File: config.mk
export PLATFORM = sky130hd
export DESIGN_NAME = rv32i_alu_exec_unit
export DESIGN_NICKNAME = d
export VERILOG_FILES = /design/src/rtl/rvalu_pkg.sv /design/src/rtl/rvalu_alu.sv /design/src/rtl/rvalu_latency_regs.sv /design/src/rtl/rvalu_tracker.sv /design/src/rtl/rv32i_alu_exec_unit.sv
export SDC_FILE = /design/constraint.sdc
export NUM_CORES = 1
export LEC_CHECK = 0
export ABC_CLOCK_PERIOD_IN_PS = 5500
export BUFFER_PORTS_ARGS = -buffer_cell sky130_fd_sc_hd__buf_2
export CAP_MARGIN = 20
export CORE_MARGIN = 4
export CORE_UTILIZATION = 45
export CTS_CLUSTER_SIZE = 16
export DETAILED_ROUTE_END_ITERATION = 6
export PLACE_DENSITY = 0.64
export SETUP_SLACK_MARGIN = 0.05
export SLEW_MARGIN = 20
export SYNTH_ARGS = -nofsm -noshare
export SYNTH_HDL_FRONTEND = slang
export SYNTH_SLANG_ARGS = --single-unit
File: constraint.sdc
create_clock -name clk -period 5.5 [get_ports clk]
set_input_delay 0.275 -clock clk [delete_from_list [all_inputs] [get_ports clk]]
set_output_delay 0.275 -clock clk [all_outputs]
set_load 0.03 [all_outputs]
File: src/rtl/rvalu_pkg.sv
// Shared types, constants and command codes of the RV32I integer execution unit.
`timescale 1ns / 1ps

package rvalu_pkg;

  localparam int XLEN           = 32;
  localparam int TAG_BITS       = 6;
  localparam int LATENCY_BITS   = 4;
  localparam int CMD_BITS       = 4;
  localparam int SHAMT_BITS     = 5;
  localparam int NUM_LAT_REGS   = 7;
  localparam int CFG_INDEX_BITS = 3;

  localparam int IN_FIELD_BITS  = 1 + 3 * XLEN + TAG_BITS + 1;
  localparam int IN_TDATA_BITS  = ((IN_FIELD_BITS + 7) / 8) * 8;
  localparam int IN_PAD_BITS    = IN_TDATA_BITS - IN_FIELD_BITS;
  localparam int OUT_FIELD_BITS = 2 + TAG_BITS + XLEN + 1;
  localparam int OUT_TDATA_BITS = ((OUT_FIELD_BITS + 7) / 8) * 8;
  localparam int OUT_PAD_BITS   = OUT_TDATA_BITS - OUT_FIELD_BITS;

  typedef enum logic [CMD_BITS-1:0] {
    CMD_ADD   = 4'd0,
    CMD_SUB   = 4'd1,
    CMD_LUI   = 4'd2,
    CMD_AUIPC = 4'd3,
    CMD_SLL   = 4'd4,
    CMD_SLT   = 4'd5,
    CMD_SLTU  = 4'd6,
    CMD_XOR   = 4'd7,
    CMD_SRL   = 4'd8,
    CMD_SRA   = 4'd9,
    CMD_OR    = 4'd10,
    CMD_AND   = 4'd11
  } command_t;

  typedef enum logic [CFG_INDEX_BITS-1:0] {
    CLASS_ADD     = 3'd0,
    CLASS_SUB     = 3'd1,
    CLASS_LUI     = 3'd2,
    CLASS_AUIPC   = 3'd3,
    CLASS_SHIFT   = 3'd4,
    CLASS_COMPARE = 3'd5,
    CLASS_LOGIC   = 3'd6
  } lat_class_t;

  typedef struct packed {
    logic                issue_valid;
    logic [CMD_BITS-1:0] command;
    logic [XLEN-1:0]     operand_a;
    logic [XLEN-1:0]     operand_b;
    logic [XLEN-1:0]     inst_pc;
    logic [TAG_BITS-1:0] rob_tag;
    logic                flush;
  } issue_item_t;

  typedef struct packed {
    logic                accepted;
    logic                result_valid;
    logic [TAG_BITS-1:0] result_tag;
    logic [XLEN-1:0]     result_value;
    logic                bad_command;
  } result_item_t;

  typedef struct packed {
    logic [XLEN-1:0] value;
    lat_class_t      lat_class;
    logic            bad_command;
  } alu_out_t;

endpackage

File: src/rtl/rvalu_alu.sv
// Combinational RV32I integer datapath: result value and latency class of one command.
`timescale 1ns / 1ps

module rvalu_alu
  import rvalu_pkg::*;
(
  input  logic [CMD_BITS-1:0] command,
  input  logic [XLEN-1:0]     operand_a,
  input  logic [XLEN-1:0]     operand_b,
  input  logic [XLEN-1:0]     inst_pc,
  output alu_out_t            alu_out
);

  logic                  is_sub;
  logic [XLEN-1:0]       add_rhs;
  logic [XLEN-1:0]       add_sum;
  logic [SHAMT_BITS-1:0] shamt;
  logic                  lt_signed;
  logic                  lt_unsigned;

  // One adder serves add, sub and auipc.
  assign is_sub  = (command == CMD_SUB);
  assign add_rhs = (command == CMD_AUIPC) ? inst_pc : (is_sub ? ~operand_b : operand_b);
  assign add_sum = operand_a + add_rhs + {{(XLEN-1){1'b0}}, is_sub};

  assign shamt       = operand_b[SHAMT_BITS-1:0];
  assign lt_signed   = ($signed(operand_a) < $signed(operand_b));
  assign lt_unsigned = (operand_a < operand_b);

  always_comb begin
    alu_out.value       = '0;
    alu_out.lat_class   = CLASS_ADD;
    alu_out.bad_command = 1'b0;
    case (command)
      CMD_ADD: begin
        alu_out.value     = add_sum;
        alu_out.lat_class = CLASS_ADD;
      end
      CMD_SUB: begin
        alu_out.value     = add_sum;
        alu_out.lat_class = CLASS_SUB;
      end
      CMD_LUI: begin
        alu_out.value     = operand_a;
        alu_out.lat_class = CLASS_LUI;
      end
      CMD_AUIPC: begin
        alu_out.value     = add_sum;
        alu_out.lat_class = CLASS_AUIPC;
      end
      CMD_SLL: begin
        alu_out.value     = operand_a << shamt;
        alu_out.lat_class = CLASS_SHIFT;
      end
      CMD_SRL: begin
        alu_out.value     = operand_a >> shamt;
        alu_out.lat_class = CLASS_SHIFT;
      end
      CMD_SRA: begin
        alu_out.value     = $unsigned($signed(operand_a) >>> shamt);
        alu_out.lat_class = CLASS_SHIFT;
      end
      CMD_SLT: begin
        alu_out.value     = {{(XLEN-1){1'b0}}, lt_signed};
        alu_out.lat_class = CLASS_COMPARE;
      end
      CMD_SLTU: begin
        alu_out.value     = {{(XLEN-1){1'b0}}, lt_unsigned};
        alu_out.lat_class = CLASS_COMPARE;
      end
      CMD_XOR: begin
        alu_out.value     = operand_a ^ operand_b;
        alu_out.lat_class = CLASS_LOGIC;
      end
      CMD_OR: begin
        alu_out.value     = operand_a | operand_b;
        alu_out.lat_class = CLASS_LOGIC;
      end
      CMD_AND: begin
        alu_out.value     = operand_a & operand_b;
        alu_out.lat_class = CLASS_LOGIC;
      end
      default: begin
        alu_out.bad_command = 1'b1;
      end
    endcase
  end

endmodule

File: src/rtl/rvalu_latency_regs.sv
// Latency configuration registers, one per command class, with class lookup.
`timescale 1ns / 1ps

module rvalu_latency_regs
  import rvalu_pkg::*;
(
  input  logic                      clk,
  input  logic                      rst,
  input  logic                      cfg_we,
  input  logic [CFG_INDEX_BITS-1:0] cfg_index,
  input  logic [LATENCY_BITS-1:0]   cfg_data,
  input  lat_class_t                lat_class,
  output logic [LATENCY_BITS-1:0]   latency
);

  logic [LATENCY_BITS-1:0] lat_reg [NUM_LAT_REGS];
  logic [LATENCY_BITS-1:0] lat_raw;

  always_ff @(posedge clk) begin
    if (rst) begin
      for (int i = 0; i < NUM_LAT_REGS; i++) begin
        lat_reg[i] <= LATENCY_BITS'(1);
      end
    end else if (cfg_we && (32'(cfg_index) < NUM_LAT_REGS)) begin
      lat_reg[cfg_index] <= cfg_data;
    end
  end

  assign lat_raw = lat_reg[lat_class];

  // A latency register of zero is read as its reset value.
  assign latency = (lat_raw == '0) ? LATENCY_BITS'(1) : lat_raw;

endmodule

File: src/rtl/rvalu_tracker.sv
// Hold-and-broadcast sequencer: latency counting, held result and flush handling.
`timescale 1ns / 1ps

module rvalu_tracker
  import rvalu_pkg::*;
(
  input  logic                    clk,
  input  logic                    rst,
  input  logic                    step,
  input  issue_item_t             item,
  input  alu_out_t                alu_out,
  input  logic [LATENCY_BITS-1:0] latency,
  output result_item_t            result
);

  logic [LATENCY_BITS-1:0] elapsed;
  logic [LATENCY_BITS-1:0] elapsed_next;
  logic [LATENCY_BITS-1:0] target;
  logic [LATENCY_BITS-1:0] target_next;
  logic [TAG_BITS-1:0]     held_tag;
  logic [XLEN-1:0]         held_value;
  logic                    capture;

  always_comb begin
    elapsed_next = elapsed;
    target_next  = target;
    capture      = 1'b0;
    result       = '0;
    if (item.flush) begin
      elapsed_next = '0;
      target_next  = '0;
    end else if (elapsed == '0) begin
      if (item.issue_valid) begin
        result.accepted = 1'b1;
        if (alu_out.bad_command) begin
          result.bad_command = 1'b1;
        end else begin
          elapsed_next = LATENCY_BITS'(1);
          target_next  = latency;
          capture      = 1'b1;
        end
      end
    end else if (elapsed < target) begin
      elapsed_next = elapsed + LATENCY_BITS'(1);
    end else begin
      result.result_valid = 1'b1;
      result.result_tag   = held_tag;
      result.result_value = held_value;
      elapsed_next        = '0;
    end
  end

  always_ff @(posedge clk) begin
    if (rst) begin
      elapsed <= '0;
      target  <= '0;
    end else if (step) begin
      elapsed <= elapsed_next;
      target  <= target_next;
    end
    if (step && capture) begin
      held_tag   <= item.rob_tag;
      held_value <= alu_out.value;
    end
  end

`ifndef SYNTH
  a_elapsed_bounded: assert property (@(posedge clk) disable iff (rst)
    (elapsed != '0) |-> (elapsed <= target))
    else $error("Elapsed count passed its target latency.");

  a_flush_idles: assert property (@(posedge clk) disable iff (rst)
    (step && item.flush) |=> (elapsed == '0 && target == '0))
    else $error("Flush did not return the unit to idle.");

  a_issue_starts: assert property (@(posedge clk) disable iff (rst)
    (step && result.accepted && !result.bad_command) |=>
      (elapsed == LATENCY_BITS'(1) && target != '0))
    else $error("Accepted operation did not start its latency count.");

  a_no_accept_on_broadcast: assert property (@(posedge clk) disable iff (rst)
    (step && result.result_valid) |=> (elapsed == '0))
    else $error("Unit stayed busy after a broadcast.");
`endif

endmodule

File: src/rtl/rv32i_alu_exec_unit.sv
// Top level of the RV32I integer execution unit with stream ports and configuration port.
//
//   Channel  Direction  Handshake                      Payload
//   s_axis   in         s_axis_tvalid / s_axis_tready  tdata: issue fields, tuser: command
//   m_axis   out        m_axis_tvalid / m_axis_tready  tdata: result fields
//   cfg      in         cfg_we (no wait)               cfg_index, cfg_data
//
// Every input transfer yields exactly one output transfer.
// One input transfer is taken per cycle while the output is not stalled; the input register and
// output register bound the path, with the ALU and the sequencer between them.
// Reset is synchronous; it sets all latency registers to one and the unit to idle.
// A stalled output register holds its transfer and holds the input register behind it.
`timescale 1ns / 1ps

module rv32i_alu_exec_unit
  import rvalu_pkg::*;
(
  input  logic                      clk,
  input  logic                      rst,
  input  logic                      s_axis_tvalid,
  output logic                      s_axis_tready,
  // issue_valid, operand_a, operand_b, inst_pc, rob_tag, flush
  input  logic [IN_TDATA_BITS-1:0]  s_axis_tdata,
  // command
  input  logic [CMD_BITS-1:0]       s_axis_tuser,
  output logic                      m_axis_tvalid,
  input  logic                      m_axis_tready,
  // accepted, result_valid, result_tag, result_value, bad_command, zero fill
  output logic [OUT_TDATA_BITS-1:0] m_axis_tdata,
  input  logic                      cfg_we,
  input  logic [CFG_INDEX_BITS-1:0] cfg_index,
  input  logic [LATENCY_BITS-1:0]   cfg_data
);

  issue_item_t             in_item;
  issue_item_t             s1_item;
  logic                    s1_valid;
  result_item_t            out_item;
  logic                    out_valid;
  result_item_t            step_result;
  alu_out_t                alu_out;
  logic [LATENCY_BITS-1:0] latency;
  logic                    advance;

  assign in_item.issue_valid = s_axis_tdata[0];
  assign in_item.operand_a   = s_axis_tdata[1 +: XLEN];
  assign in_item.operand_b   = s_axis_tdata[1 + XLEN +: XLEN];
  assign in_item.inst_pc     = s_axis_tdata[1 + 2 * XLEN +: XLEN];
  assign in_item.rob_tag     = s_axis_tdata[1 + 3 * XLEN +: TAG_BITS];
  assign in_item.flush       = s_axis_tdata[1 + 3 * XLEN + TAG_BITS];
  assign in_item.command     = s_axis_tuser;

  assign advance       = s1_valid && (!out_valid || m_axis_tready);
  assign s_axis_tready = !s1_valid || advance;

  always_ff @(posedge clk) begin
    if (rst) begin
      s1_valid  <= 1'b0;
      out_valid <= 1'b0;
    end else begin
      if (s_axis_tready) begin
        s1_valid <= s_axis_tvalid;
      end
      if (advance) begin
        out_valid <= 1'b1;
      end else if (m_axis_tready) begin
        out_valid <= 1'b0;
      end
    end
    if (s_axis_tready && s_axis_tvalid) begin
      s1_item <= in_item;
    end
    if (advance) begin
      out_item <= step_result;
    end
  end

  rvalu_alu u_alu (
    .command   (s1_item.command),
    .operand_a (s1_item.operand_a),
    .operand_b (s1_item.operand_b),
    .inst_pc   (s1_item.inst_pc),
    .alu_out   (alu_out)
  );

  rvalu_latency_regs u_latency_regs (
    .clk       (clk),
    .rst       (rst),
    .cfg_we    (cfg_we),
    .cfg_index (cfg_index),
    .cfg_data  (cfg_data),
    .lat_class (alu_out.lat_class),
    .latency   (latency)
  );

  rvalu_tracker u_tracker (
    .clk     (clk),
    .rst     (rst),
    .step    (advance),
    .item    (s1_item),
    .alu_out (alu_out),
    .latency (latency),
    .result  (step_result)
  );

  assign m_axis_tvalid = out_valid;
  assign m_axis_tdata  = {{OUT_PAD_BITS{1'b0}}, out_item.bad_command, out_item.result_value,
                          out_item.result_tag, out_item.result_valid, out_item.accepted};

endmodule

# After elaboration in Yosys (flattened, before gate mapping)
# Memory sizes are Yosys's and may differ from the RTL's.
# Index checks and enable logic that the tools add are counted.
dict set report word_totals {
  word_cells 101
  ff_bits 197
  n_memories 1
  mem_bits_rw 28
  inputBits 120
}
dict set report classes {
  reduce_logical 23
  n_eq_ne 13
  muxes 30
  n_addsub 3
  magnitude_cmp 4
  n_bitwise 6
  shifts 3
}
# memory words width rd rd_clocked_by_memory_dff wr line_no
set mem_list {}
lappend mem_list {u_latency_regs.lat_reg 7 4 1 0 7 rvalu_latency_regs.sv:16} ;# logic [LATENCY_BITS-1:0] lat_reg [NUM_LAT_REGS];
# op count
set ops {}
lappend ops {{$pmux W35 S12} 1}
lappend ops {{$lt A32 B32 Y1} 2}
lappend ops {{$mux W32} 2}
lappend ops {{$mux W4} 11}
lappend ops {{$mux W39} 1}
lappend ops {{$add A32 B1 Y32} 1}
lappend ops {{$add A32 B32 Y32} 1}
lappend ops {{$and A32 B32 Y32} 1}
lappend ops {{$not A32 Y32} 1}
lappend ops {{$or A32 B32 Y32} 1}
lappend ops {{$shl A32 B5 Y32} 1}
lappend ops {{$shr A32 B5 Y32} 1}
lappend ops {{$sshr A32 B5 Y32} 1}
lappend ops {{$xor A32 B32 Y32} 1}
lappend ops {{$eq A4 B3 Y1 const B} 4}
lappend ops {{$eq A4 B4 Y1 const B} 4}
lappend ops {{$mux W1} 14}
lappend ops {{$logic_not A4 Y1} 3}
lappend ops {{$reduce_or A12 Y1} 1}
lappend ops {{$eq A4 B2 Y1 const B} 2}
lappend ops {{$reduce_bool A2 Y1} 4}
lappend ops {{$ne A3 B3 Y1 const B} 2}
lappend ops {{$reduce_or A3 Y1} 2}
lappend ops {{$add A4 B1 Y4 const B} 1}
lappend ops {{other kinds (12)} 19}

# Longest topological paths before layout
# Gate-level depths: netlist of the first run.
# An unclocked memory read counts as a cell.
dict set report logic_depth {
  word_depth 13
  mapped_depth 19
  ltp_nobuf 18
}

# Modules after synthesis
# Synthesis of the first run repeated with hierarchy kept, for this count alone.
dict set report unflattened {
  cells_unflattened 1668
  hier_area_um2 16955.0
}
# module n_inst area_each_um2 cells_each
set by_module_without_submodules {}
lappend by_module_without_submodules {rvalu_alu 1 8775.9 1244}
lappend by_module_without_submodules {rv32i_alu_exec_unit 1 4634.4 167}
lappend by_module_without_submodules {rvalu_tracker 1 1998.2 151}
lappend by_module_without_submodules {rvalu_latency_regs 1 1546.5 106}

# Least setup slack after synthesis of the first run
# OpenSTA, ideal clock, no wires.
dict set report synth_path {
  path_kind {register to register}
  startpoint {register u_tracker.elapsed[0]}
  endpoint {register u_tracker.target[2]}
  path_stages_with_launch 8
  setup_ns 0.084
  period_less_slack_ns 5.622
  arrival_time_ns 5.538
  t_required_ns 5.416
  path_slack_ns -0.122
  path_buffers 0
  path_cell_list {dfxtp_1 > inv_1 > ha_1 > nor3b_1 > nand2_1 > nor4_1 > a22oi_1 > nor2_1}
}
dict set report synth_via {
  elab_chain_cells 3
}
# item line_no
set synth_rtl {}
lappend synth_rtl {{from (decl)} rvalu_tracker.sv:16} ;# logic [LATENCY_BITS-1:0] elapsed;
lappend synth_rtl {{from (signal assigned)} rvalu_tracker.sv:58} ;# elapsed <= elapsed_next;
lappend synth_rtl {{$logic_not A4 Y1} rvalu_tracker.sv:32} ;# end else if (elapsed == '0) begin
lappend synth_rtl {{$reduce_bool A2 Y1 (no line)} --}
lappend synth_rtl {{$reduce_and A4 Y1 (no line)} --}
lappend synth_rtl {{to (signal assigned)} rvalu_tracker.sv:59} ;# target <= target_next;
lappend synth_rtl {{to (decl)} rvalu_tracker.sv:18} ;# logic [LATENCY_BITS-1:0] target;
# Every way passes these cells.
# A chain may end at the register's enable or synchronous reset.

==> results.py, run 1 <==
metrics = {
    "clocking": {
        "clock_latency_ps": 570,
        "library_cell_used_as_clock_root_buffer": "sky130_fd_sc_hd__clkbuf_16",
        "cts_tree": "built",
        "clock_path_buffers": 3,
        "cts_num_sinks": 229,
        "cts_setup_buffers": 0,
        "worst_setup_hold_path_clk_slew_ps": 60,
        "cts.repair.resized": 0,
        "h-tree-depth": 1,
        "cts_buffers": 27,
    },
    "synthesis": {
        "synth_sequential_area_ratio_pct": 40.05,
        "synth_cell_types": 68,
        "synth.top_cells.by_area": "sky130_fd_sc_hd__edfxtp_1, sky130_fd_sc_hd__ha_1, sky130_fd_sc_hd__mux4_2",
        "synth.largest_area_cell": "sky130_fd_sc_hd__edfxtp_1",
        "netlist_area_sq_um": 16820,
        "synth_seq_cells": 229,
        "syn_avg_cell_area_sq_um": 10.01,
        "yosys_warning_total": 0,
        "fraction_of_synthesis_flops_using_an_asynchronous_set_or_reset_pin_pct": 0,
        "dominantRegCellSynth": "sky130_fd_sc_hd__edfxtp_1",
        "post_synth_inst_count": 1681,
        "synth-edff-count": 215,
        "post-synth-top-area-fraction_pct": 38.38,
    },
    "min_path": {
        "min_from": "m_axis_tready",
        "capture_endpoint_of_the_worst_hold_path": "m_axis_tvalid",
        "hold_path_class": "input port to flop",
        "hold_path_depth": 4,
    },
    "cells_and_area": {
        "layout_cells_sized_above_1_pct": 17.39,
        "max_ffs_per_register": 108,
        "net_total_in_the_final_layout": 2171,
        "post-route-util_pct": 54.75,
        "commonest_non_fill_non_tap_cell_in_the_layout": "sky130_fd_sc_hd__edfxtp_1",
        "fill_cells": 3242,
        "top_register": "s1_item",
        "area.growth.synth_to_final_pct": 19.73,
        "layout_common_cells": "sky130_fd_sc_hd__edfxtp_1, sky130_fd_sc_hd__buf_2, sky130_fd_sc_hd__nor2_1",
        "finish.cell_count_without_fillers": 2400,
        "antennaDiodeCount": 0,
    },
    "sta": {
        "timing.final.crit_period_ps": 4551,
        "final.hold.worst_slack_ps": 33.34,
        "hold_viol": 0,
        "clock-skew-final_ps": 16.12,
        "final_min_period_over_clock_period_pct": 82.74,
        "final_report_max_slew_violation_count": 0,
        "timing.setup.tns_ps": 0,
        "slew_headroom_pct": 40.01,
        "tightestPinTransition_ps": 899.9,
        "clock.fmax_mhz": 219.7,
        "rsz0062_at_grt": "no",
        "setup_violations": 0,
    },
    "setup_path": {
        "timing.critical_path.to_type": "flop",
        "regToRegEndpoint": "u_tracker.held_value[24]",
        "rrSetupSlack_ps": 950,
        "rr_worst_depth": 18,
        "critPathKind": "flop to flop",
        "timing.critical_path.fanout_max": 10,
        "cp.required_ps": 5800,
        "worst_ep_arrival_time_ps": 4850,
        "regToRegStartpoint": "s1_item[106]",
        "worst_setup_path_start_kind": "flop",
    },
    "pwr": {
        "powerDensity_nw_per_um2": 258.4,
        "vdd_drop_max_mv": 0.2359,
        "leakage_uw": 0.008134,
    },
    "run": {
        "drv.max_cap_violation_count": 0,
    },
    "routing": {
        "starting_drc_count_in_detailed_routing": 1487,
        "drt_drc_violations_left": 0,
        "detail_route.vias_per_cell": 6.050,
        "wl_per_cell_microns": 24.28,
        "drt-pass1-iter-count": 5,
        "ant_nets": 0,
        "detail_route.wirelength_microns": 58270,
        "num_vias": 14520,
    },
    "die": {
        "die-height_microns": 201.3,
        "number_of_cell_rows": 70,
        "initial_utilization_pct": 45.73,
        "fp.coreArea_sq_um": 36790,
        "floorplan.die.width_microns": 201.3,
        "io_pins": 170,
        "fp.dieArea_sq_um": 40540,
    },
    "global_route": {
        "globalRouteOverflowTotal": 0,
        "grt_util_all_layers_pct": 27.81,
        "initial_antenna_violation_count": 1,
        "grt_pass1_wl_microns": 87200,
        "first_global_vias": 13900,
        "pin_count_of_the_biggest_net_entering_global_routing": 91,
    },
    "place": {
        "globalplace.congestion": 0.9832,
        "numPortBuffers": 162,
        "dpl.cell_count": 2238,
        "dp_hpwl_microns": 41760,
    },
    "status": {
        "run_status": "finished clean",
    },
}
[critical path, stage by stage, from the launching register on]
cell,delay (ps)
sky130_fd_sc_hd__edfxtp_1,430
sky130_fd_sc_hd__inv_1,100
sky130_fd_sc_hd__ha_1,290
sky130_fd_sc_hd__nand2_2,190
sky130_fd_sc_hd__nor3_1,180
sky130_fd_sc_hd__a21oi_1,60
sky130_fd_sc_hd__o21ai_0,140
sky130_fd_sc_hd__inv_1,100
sky130_fd_sc_hd__fa_1,450
sky130_fd_sc_hd__fa_1,450
sky130_fd_sc_hd__nor2b_1,170
sky130_fd_sc_hd__o2111ai_1,160
sky130_fd_sc_hd__a21oi_1,310
sky130_fd_sc_hd__nor2_1,140
sky130_fd_sc_hd__o21ai_0,460
sky130_fd_sc_hd__a31oi_1,180
sky130_fd_sc_hd__xnor2_1,160
sky130_fd_sc_hd__a211oi_1,240
sky130_fd_sc_hd__nor2_1,60
[power by group]
group	switching [uW]	internal (uW)	total, uW
registers	107	2010	2110
logic	651	463	1110
clock network	777	1200	1980
[cell usage after synthesis, drive strengths merged (43+ instances only)]
cell type,instances
a21oi,127
and2,50
buf,43
clkbuf,75
edfxtp,215
ha,138
inv,91
mux2i,43
mux4,61
nand2,140
nor2,157
o21ai,115
[routing by layer]
metal  wire (microns)  global-route usage (%)  vias up
met4             2565                   10.01        0
met1            24810                   39.48     6950
met2            25440                   42.85      758
li1                 -                       -     6706
met5                0                       0        -
met3             5446                   5.189      106
[worst max path at each step]
stage / start / to / cells after the start
5_1_grt: s1_item[105] / u_tracker.held_value[24] / 18
4_1_cts: s1_item[105] / u_tracker.held_value[24] / 18
6_report: s1_item[106] / u_tracker.held_value[24] / 18
3_3_place_gp: s1_item[105] / u_tracker.held_value[24] / 18
3_5_place_dp: s1_item[105] / u_tracker.held_value[24] / 18
2_1_floorplan: s1_item[103] / u_tracker.held_value[22] / 17
[cell families after synthesis]
logic type | share of synthesized area (%)
xor gates and xnor gates | 1.198
and+or+nand+nor | 13.73
muxes | 11.40
other | 0.02229
DFF | 40.05
AOI/OAI and AO/OA | 17.92
adders and majority gates | 10.50
buffers and inverters | 5.184
[final cells by class]
cell class	count	area, sq um	area share [%]
clock buffer	27	675.6	3.355
clock inverter	23	312.8	1.553
inverter	91	341.6	1.696
multi-input combinational	1253	9281	46.08
sequential	229	6736	33.45
tap	468	585.6	2.907
timing repair buffer	309	2207	10.96
[stage by stage]
| stage | setup slack, ps | total power (uW) | area, sq um |
|---|---|---|---|
| floorplan | 1449 | 2831 | 16860 |
| global placement | 1085 | 3162 | 18030 |
| detailed placement | 1001 | 3169 | 18030 |
| CTS | 965.8 | 5218 | 20140 |
| global route | 542.8 | 5417 | 20140 |
| finish | 949.1 | 5205 | 20140 |
[repair_timing]
action                                 in CTS  in global routing
setup endpoints to repair                   0                  0
endpoints found under the hold margin     112                  0
hold buffers                              112                  0
(Power assumes the default switching activity.)
==> run 2: changes to the inputs <==
--- a/config.mk
+++ b/config.mk
@@ -5,14 +5,14 @@
 export SDC_FILE = /design/constraint.sdc
 export NUM_CORES = 1
 export LEC_CHECK = 0
-export ABC_CLOCK_PERIOD_IN_PS = 5500
+export ABC_CLOCK_PERIOD_IN_PS = 4400
 export BUFFER_PORTS_ARGS = -buffer_cell sky130_fd_sc_hd__buf_2
 export CAP_MARGIN = 20
 export CORE_MARGIN = 4
 export CORE_UTILIZATION = 45
 export CTS_CLUSTER_SIZE = 16
 export DETAILED_ROUTE_END_ITERATION = 6
-export PLACE_DENSITY = 0.64
+export PLACE_DENSITY = 0.62
 export SETUP_SLACK_MARGIN = 0.05
 export SLEW_MARGIN = 20
 export SYNTH_ARGS = -nofsm -noshare
==> constraint.sdc (replaced) <==
create_clock -name clk -period 4.4 [get_ports clk]
set_input_delay 0.22 -clock clk [delete_from_list [all_inputs] [get_ports clk]]
set_output_delay 0.22 -clock clk [all_outputs]
set_load 0.03 [all_outputs]
==> run 2 against run 1 <==
  * Register-to-register slack worse by 620 ps
  * Worst setup slack worse by 620 ps
  * Non-clock buffer count up 45
  * Power up 18%
  * Combinational power up 32%
  * Worst hold slack better by 35 ps
  * Sequential share of layout area down 0.37 points
  * Critical path depth up 1
  * Clock skew up 7.8 ps
  * Largest cell class unchanged
==> results.py, run 2 (synthesized netlist as in run 1, its figures left out) <==
metrics = {
    "status": {
        "run_status": "finished clean",
    },
    "cells_and_area": {
        "max_ffs_per_register": 108,
        "area.growth.synth_to_final_pct": 21.06,
        "finish.cell_count_without_fillers": 2442,
        "top_register": "s1_item",
        "fill_cells": 3234,
        "commonest_non_fill_non_tap_cell_in_the_layout": "sky130_fd_sc_hd__edfxtp_1",
        "net_total_in_the_final_layout": 2215,
        "layout_cells_sized_above_1_pct": 18.69,
        "antennaDiodeCount": 0,
        "layout_common_cells": "sky130_fd_sc_hd__edfxtp_1, sky130_fd_sc_hd__buf_2, sky130_fd_sc_hd__nor2_1",
        "fin_area_sq_um": 20360,
    },
    "global_route": {
        "grt_use_met2_pct": 42.38,
        "grt_util_all_layers_pct": 28.16,
        "globalRoute.busiestLayer": "met2",
        "globalRouteOverflowTotal": 0,
        "global_route.usage.met1_pct": 39.51,
        "grt_use_met3_pct": 5.512,
        "pin_count_of_the_biggest_net_entering_global_routing": 109,
        "first_global_vias": 14240,
        "grt_pass1_wl_microns": 88950,
        "initial_antenna_violation_count": 2,
    },
    "min_path": {
        "hold_path_class": "input port to flop",
        "min_from": "rst",
        "capture_endpoint_of_the_worst_hold_path": "u_tracker.target[2]",
        "hold_path_depth": 2,
    },
    "die": {
        "die-height_microns": 201.3,
        "floorplan.die.width_microns": 201.3,
        "fp.coreArea_sq_um": 36790,
        "number_of_cell_rows": 70,
        "initial_utilization_pct": 45.73,
        "io_pins": 170,
        "fp.dieArea_sq_um": 40540,
    },
    "sta": {
        "final_report_max_slew_violation_count": 0,
        "timing.setup.tns_ps": 0,
        "timing.final.crit_period_ps": 4068,
        "tightestPinTransition_ps": 1033,
        "rsz0062_at_grt": "no",
        "hold_viol": 0,
        "final_min_period_over_clock_period_pct": 92.45,
        "clock-skew-final_ps": 23.92,
        "slew_headroom_pct": 31.10,
        "clock.fmax_mhz": 245.8,
        "setup_violations": 0,
        "worst_slack_ps": 332.4,
    },
    "routing": {
        "drt_drc_violations_left": 0,
        "wl_per_cell_microns": 23.98,
        "starting_drc_count_in_detailed_routing": 1590,
        "ant_nets": 0,
        "detail_route.wirelength_microns": 58570,
        "detail_route.vias_per_cell": 5.991,
        "num_vias": 14630,
        "drt-pass1-iter-count": 6,
    },
    "setup_path": {
        "timing.critical_path.fanout_max": 6,
        "rrSetupSlack_ps": 330,
        "regToRegStartpoint": "s1_item[106]",
        "rr_worst_depth": 19,
        "worst_setup_path_start_kind": "flop",
        "cp.required_ps": 4700,
        "critPathKind": "flop to flop",
        "worst_ep_arrival_time_ps": 4360,
        "regToRegEndpoint": "u_tracker.held_value[24]",
        "timing.critical_path.to_type": "flop",
    },
    "pwr": {
        "powerDensity_nw_per_um2": 302.9,
        "leakage_uw": 0.008271,
        "combPwrFrac_pct": 23.9,
        "netSwitchingPower_uw": 1846,
        "share_seq_of_total_power_pct": 42.4,
        "p_sw_share_pct": 29.93,
        "clkPwrFrac_pct": 33.7,
        "total_power_uw": 6167,
        "internal-power_uw": 4321,
        "vdd_drop_max_mv": 0.3097,
    },
    "place": {
        "place_ws_ps": 295.1,
        "postPlaceCellArea_sq_um": 18380,
        "dp_hpwl_microns": 43190,
        "dpl.cell_count": 2280,
        "numPortBuffers": 162,
        "globalplace.congestion": 1.015,
    },
    "clocking": {
        "worst_setup_hold_path_clk_slew_ps": 60,
        "cts_setup_buffers": 0,
        "clock_path_buffers": 3,
        "library_cell_used_as_clock_root_buffer": "sky130_fd_sc_hd__clkbuf_16",
        "cts_tree": "built",
        "cts_num_sinks": 229,
        "cts_buffers": 26,
        "h-tree-depth": 1,
        "clock_latency_ps": 560,
    },
    "run": {
        "drv.max_cap_violation_count": 0,
    },
}
run 2: cell count changes in the layout (fill, tap and decap cells not counted), moves of 3 or more:
cell / change
sky130_fd_sc_hd__buf_4: +39
sky130_fd_sc_hd__clkinv_1: +5
sky130_fd_sc_hd__clkbuf_1: +3
sky130_fd_sc_hd__dlygate4sd3_1: +3
sky130_fd_sc_hd__inv_6: -5
sky130_fd_sc_hd__bufinv_16: -4
sky130_fd_sc_hd__buf_12: +3
run 2: final cells by class:
class / instances / area, sq um / area share [%]
Multi-Input combinational cell: 1253 / 9296 / 45.65
Sequential cell: 229 / 6736 / 33.08
Timing Repair Buffer: 354 / 2590 / 12.72
Clock buffer: 29 / 661.9 / 3.250
Tap cell: 468 / 585.6 / 2.876
Inverter: 91 / 341.6 / 1.677
Clock inverter: 18 / 151.4 / 0.7435
run 2: per-stage QoR:
stage | hold slack (ps) | util [%]
2_1_floorplan | 318.9 | -
3_3_place_gp | 395.9 | 49.97
3_5_place_dp | 398.1 | 49.97
4_1_cts | 25.41 | 55.31
5_1_grt | 57.64 | 55.36
6_report | 68.23 | 55.36
run 2: power groups by stage:
stage / clock network (uW) / logic, uW / registers (uW)
6_report: 2080 / 1470 / 2610
5_1_grt: 2230 / 1600 / 2620
4_1_cts: 2130 / 1440 / 2610
3_5_place_dp: 0 / 1360 / 2650
3_3_place_gp: 0 / 1350 / 2650
2_1_floorplan: 0 / 895 / 2640
run 2: how the worst max path moves through the flow:
stage	from	endpoint	slack, ps	depth (start not counted)
after global placement	s1_item[105]	u_tracker.held_value[24]	400	19
after floorplan	s1_item[103]	u_tracker.held_value[22]	350	17
after CTS	s1_item[106]	u_tracker.held_value[22]	230	18
after global routing	s1_item[106]	u_tracker.held_value[24]	60	19
final	s1_item[106]	u_tracker.held_value[24]	330	19
after detailed placement	s1_item[106]	u_tracker.held_value[22]	300	18
run 2: worst max-delay path, cell delays in order (launching register included):
cell and delay (ps):
sky130_fd_sc_hd__edfxtp_1 430, sky130_fd_sc_hd__inv_1 120, sky130_fd_sc_hd__ha_1 190, sky130_fd_sc_hd__nand2_2 100
sky130_fd_sc_hd__nor3_1 140, sky130_fd_sc_hd__a21oi_1 60, sky130_fd_sc_hd__o21ai_0 120, sky130_fd_sc_hd__inv_1 100
sky130_fd_sc_hd__fa_1 460, sky130_fd_sc_hd__fa_1 460, sky130_fd_sc_hd__nor2b_1 210, sky130_fd_sc_hd__o2111ai_2 170
sky130_fd_sc_hd__a21oi_2 250, sky130_fd_sc_hd__nor2_1 120, sky130_fd_sc_hd__o21ai_0 180, sky130_fd_sc_hd__buf_4 160
sky130_fd_sc_hd__a31oi_1 100, sky130_fd_sc_hd__xnor2_1 160, sky130_fd_sc_hd__a211oi_1 240, sky130_fd_sc_hd__nor2_1 60
run 2: layer usage:
metal / share of wire, % / wire length [microns] / vias to the layer above
li1: - / - / 6794
met1: 43 / 25280 / 6975
met2: 43 / 25070 / 711
met3: 8.4 / 4900 / 147
met4: 5.6 / 3289 / 4
met5: 0.050 / 29 / -
run 2: what timing repair did:
item,in CTS,in global routing
endpoints found under the setup margin,0,6
resized for setup,0,3
hold endpoints to repair,116,0
hold buffers,115,0
==> run 3: changes to the inputs <==
--- a/config.mk
+++ b/config.mk
@@ -5,7 +5,7 @@
 export SDC_FILE = /design/constraint.sdc
 export NUM_CORES = 1
 export LEC_CHECK = 0
-export ABC_CLOCK_PERIOD_IN_PS = 4400
+export ABC_CLOCK_PERIOD_IN_PS = 4050
 export BUFFER_PORTS_ARGS = -buffer_cell sky130_fd_sc_hd__buf_2
 export CAP_MARGIN = 20
 export CORE_MARGIN = 4
@@ -17,4 +17,5 @@
 export SLEW_MARGIN = 20
 export SYNTH_ARGS = -nofsm -noshare
 export SYNTH_HDL_FRONTEND = slang
+export SYNTH_HIERARCHICAL = 1
 export SYNTH_SLANG_ARGS = --single-unit
==> constraint.sdc (replaced) <==
create_clock -name clk -period 4.05 [get_ports clk]
set_input_delay 0.2025 -clock clk [delete_from_list [all_inputs] [get_ports clk]]
set_output_delay 0.2025 -clock clk [all_outputs]
set_load 0.03 [all_outputs]
==> run 3 against run 2 <==
  * Worst setup slack worse by 220 ps
  * Combinational power is 21% higher
  * Maximum frequency is 3.3% higher
  * Wire length is 3.9% lower
  * Die area is 0.76% higher
  * Register-to-register slack worse by 220 ps
  * Largest cell class unchanged
  * Highest routed layer unchanged
==> results.py, run 3 <==
metrics = {
    "pwr": {
        "total_power_uw": 7095,
        "powerDensity_nw_per_um2": 339.3,
        "vdd_drop_max_mv": 0.3620,
        "leakage_uw": 0.008480,
    },
    "setup_path": {
        "cpLargestDelayFamily": "simple AND/OR/NAND/NOR gates",
        "worst-path-stages": 20,
        "timing.critical_path.to_type": "flop",
        "critPathBufInv": 5,
        "crit_path_max_incr_delay_ps": 410,
        "worstPathCellList": "inv_2 > ha_4 > nand2_2 > or2_4 > inv_8 > buf_12 > buf_12 > xnor2_1 > o21ai_0 > ha_1 > a21o_1 > a21o_1 > a21o_1 > or3_1 > nor3_2 > o31a_2 > buf_6 > a21oi_4 > or4_1 > nand3_1",
        "worst_path_max_delay_cell": "sky130_fd_sc_hd__or4_1",
        "critical-path-top-cell-by-count": "sky130_fd_sc_hd__a21o_1",
        "worst_ep_arrival_time_ps": 4360,
        "rr_worst_depth": 20,
        "critPathKind": "flop to flop",
        "worst_setup_path_start_kind": "flop",
        "cp.required_ps": 4470,
        "timing.critical_path.fanout_max": 10,
    },
    "synthesis": {
        "netlist_area_sq_um": 16960,
        "post-synth-top-area-fraction_pct": 38.08,
        "synthMostInstantiatedCell": "sky130_fd_sc_hd__edfxtp_1",
        "synth.top_cells.by_area": "sky130_fd_sc_hd__edfxtp_1, sky130_fd_sc_hd__ha_1, sky130_fd_sc_hd__mux4_2",
        "yosys_warning_total": 6,
        "synth-edff-count": 215,
        "synth.largest_area_cell": "sky130_fd_sc_hd__edfxtp_1",
        "syn_avg_cell_area_sq_um": 10.16,
        "synth_cell_types": 82,
        "synth_sequential_area_ratio_pct": 39.73,
        "synth_seq_cells": 229,
        "dominantRegCellSynth": "sky130_fd_sc_hd__edfxtp_1",
        "fraction_of_synthesis_flops_using_an_asynchronous_set_or_reset_pin_pct": 0,
        "post_synth_inst_count": 1668,
        "top_cell_types_by_occurrence_after_synthesis": "sky130_fd_sc_hd__edfxtp_1, sky130_fd_sc_hd__nand2_1, sky130_fd_sc_hd__ha_1",
    },
    "cells_and_area": {
        "net_total_in_the_final_layout": 2226,
        "commonest_non_fill_non_tap_cell_in_the_layout": "sky130_fd_sc_hd__edfxtp_1",
        "top_register": "s1_item",
        "area.growth.synth_to_final_pct": 23.33,
        "layout_cells_sized_above_1_pct": 20.72,
        "layout_common_cells": "sky130_fd_sc_hd__edfxtp_1, sky130_fd_sc_hd__buf_2, sky130_fd_sc_hd__nand2_1",
        "finish.cell_count_without_fillers": 2488,
        "post-route-util_pct": 56.71,
        "antennaDiodeCount": 0,
        "max_ffs_per_register": 108,
    },
    "routing": {
        "drt_drc_violations_left": 0,
        "ant_nets": 0,
        "detail_route.vias_per_cell": 5.850,
        "wl_per_cell_microns": 22.63,
        "drt-pass1-iter-count": 6,
        "num_vias": 14560,
        "detail_route.wirelength_microns": 56300,
        "starting_drc_count_in_detailed_routing": 1664,
    },
    "clocking": {
        "cts_num_sinks": 229,
        "cts_tree": "built",
        "clock_path_buffers": 3,
        "h-tree-depth": 1,
        "clock_latency_ps": 550,
        "worst_setup_hold_path_clk_slew_ps": 60,
        "cts_buffers": 26,
        "library_cell_used_as_clock_root_buffer": "sky130_fd_sc_hd__clkbuf_16",
    },
    "run": {
        "drv.max_cap_violation_count": 0,
    },
    "min_path": {
        "hold_path_class": "input port to flop",
        "hold_path_depth": 3,
    },
    "die": {
        "floorplan.die.width_microns": 202.1,
        "fp.coreArea_sq_um": 36870,
        "initial_utilization_pct": 45.98,
        "die-height_microns": 202.1,
        "fp.dieArea_sq_um": 40850,
        "number_of_cell_rows": 70,
        "io_pins": 170,
    },
    "global_route": {
        "pin_count_of_the_biggest_net_entering_global_routing": 80,
        "grt_pass1_wl_microns": 83910,
        "first_global_vias": 13950,
        "globalRouteOverflowTotal": 0,
        "grt_util_all_layers_pct": 26.34,
        "initial_antenna_violation_count": 5,
    },
    "sta": {
        "final_report_max_slew_violation_count": 0,
        "slew_headroom_pct": 29.95,
        "worst_slack_ps": 111.7,
        "setup_violations": 0,
        "rsz0062_at_grt": "yes",
        "clock-skew-final_ps": 20.31,
        "timing.final.crit_period_ps": 3938,
        "hold_viol": 0,
        "tightestPinTransition_ps": 1051,
        "final_min_period_over_clock_period_pct": 97.24,
        "clock.fmax_mhz": 253.9,
    },
    "place": {
        "globalplace.congestion": 1.005,
        "dpl.cell_count": 2320,
        "numPortBuffers": 162,
        "place_ws_ps": -221.8,
        "dp_hpwl_microns": 40180,
    },
    "status": {
        "run_status": "finished clean",
    },
}
-- run 3: worst paths after layout --
path | start | to | slack [ps]
worst min-delay path | cfg_index[0] | u_latency_regs/lat_reg[6][0] | 40
worst min register to register | s1_item[2] | u_tracker/held_tag[1] | 420
worst max register to register | s1_item[105] | u_tracker/held_value[28] | 110
worst max-delay path | s1_item[105] | u_tracker/held_value[28] | 110
-- run 3: stage by stage --
| step | instance area, sq um | TNS (ps) | hold WS [ps] |
|---|---|---|---|
| final | 20910 | 0 | 41.81 |
| after floorplan | 17020 | 0 | 264.9 |
| after CTS | 20640 | 0 | 5.098 |
| after global placement | 18610 | -219.4 | 378.5 |
| after global routing | 20910 | -139.0 | 39.88 |
| after detailed placement | 18610 | -682.3 | 380.6 |
-- run 3: cell type report --
class	instances	area (sq um)
fillers	3194	15960
multi-input cells	1242	9510
flip-flops and latches	229	6736
repair buffers	369	2769
clock buffers	33	718.2
well taps	504	630.6
inverters	97	371.6
clock inverters	14	173.9
-- run 3: layer usage --
layer | up-vias | routed length [microns] | global-route usage, %
met3 | 100 | 6057 | 7.043
met1 | 7031 | 23540 | 37.38
li1 | 6737 | - | -
met4 | 4 | 1926 | 7.323
met2 | 684 | 24750 | 40.06
met5 | - | 30 | 0
-- run 3: kinds of logic after synthesis --
logic type,after synthesis,synth area share (%)
AO/OA/AOI/OAI,453,16.90
XOR/XNOR,56,2.893
adder cells (fa/ha/maj),141,10.49
buffers and inverters,206,5.424
flip-flops,229,39.73
multiplexers,107,10.94
other,2,0.04429
AND/OR/NAND/NOR,474,13.58
-- run 3: report_power, final --
group	switching (uW)	leakage [uW]	internal, uW
Clock	968	0.000433	1500
Sequential	121	0.00219	2720
Combinational	996	0.00586	782
-- run 3: repair_timing --
action / 4_1_cts / 5_1_grt
resized for setup: 6 / 32
buffers inserted: 2 / 6
hold buffers: 111 / 0
gates cloned: 0 / 2
endpoints found under the setup margin: 18 / 20
pin swaps: 5 / 19
hold endpoints to repair: 110 / 0
-- run 3: tightest hold or removal path, delay by kind of cell --
| kind | cells | cell delay [ps] |
|---|---|---|
| AOI/OAI and AO/OA | 2 | 190 |
| buffers and inverters | 1 | 160 |
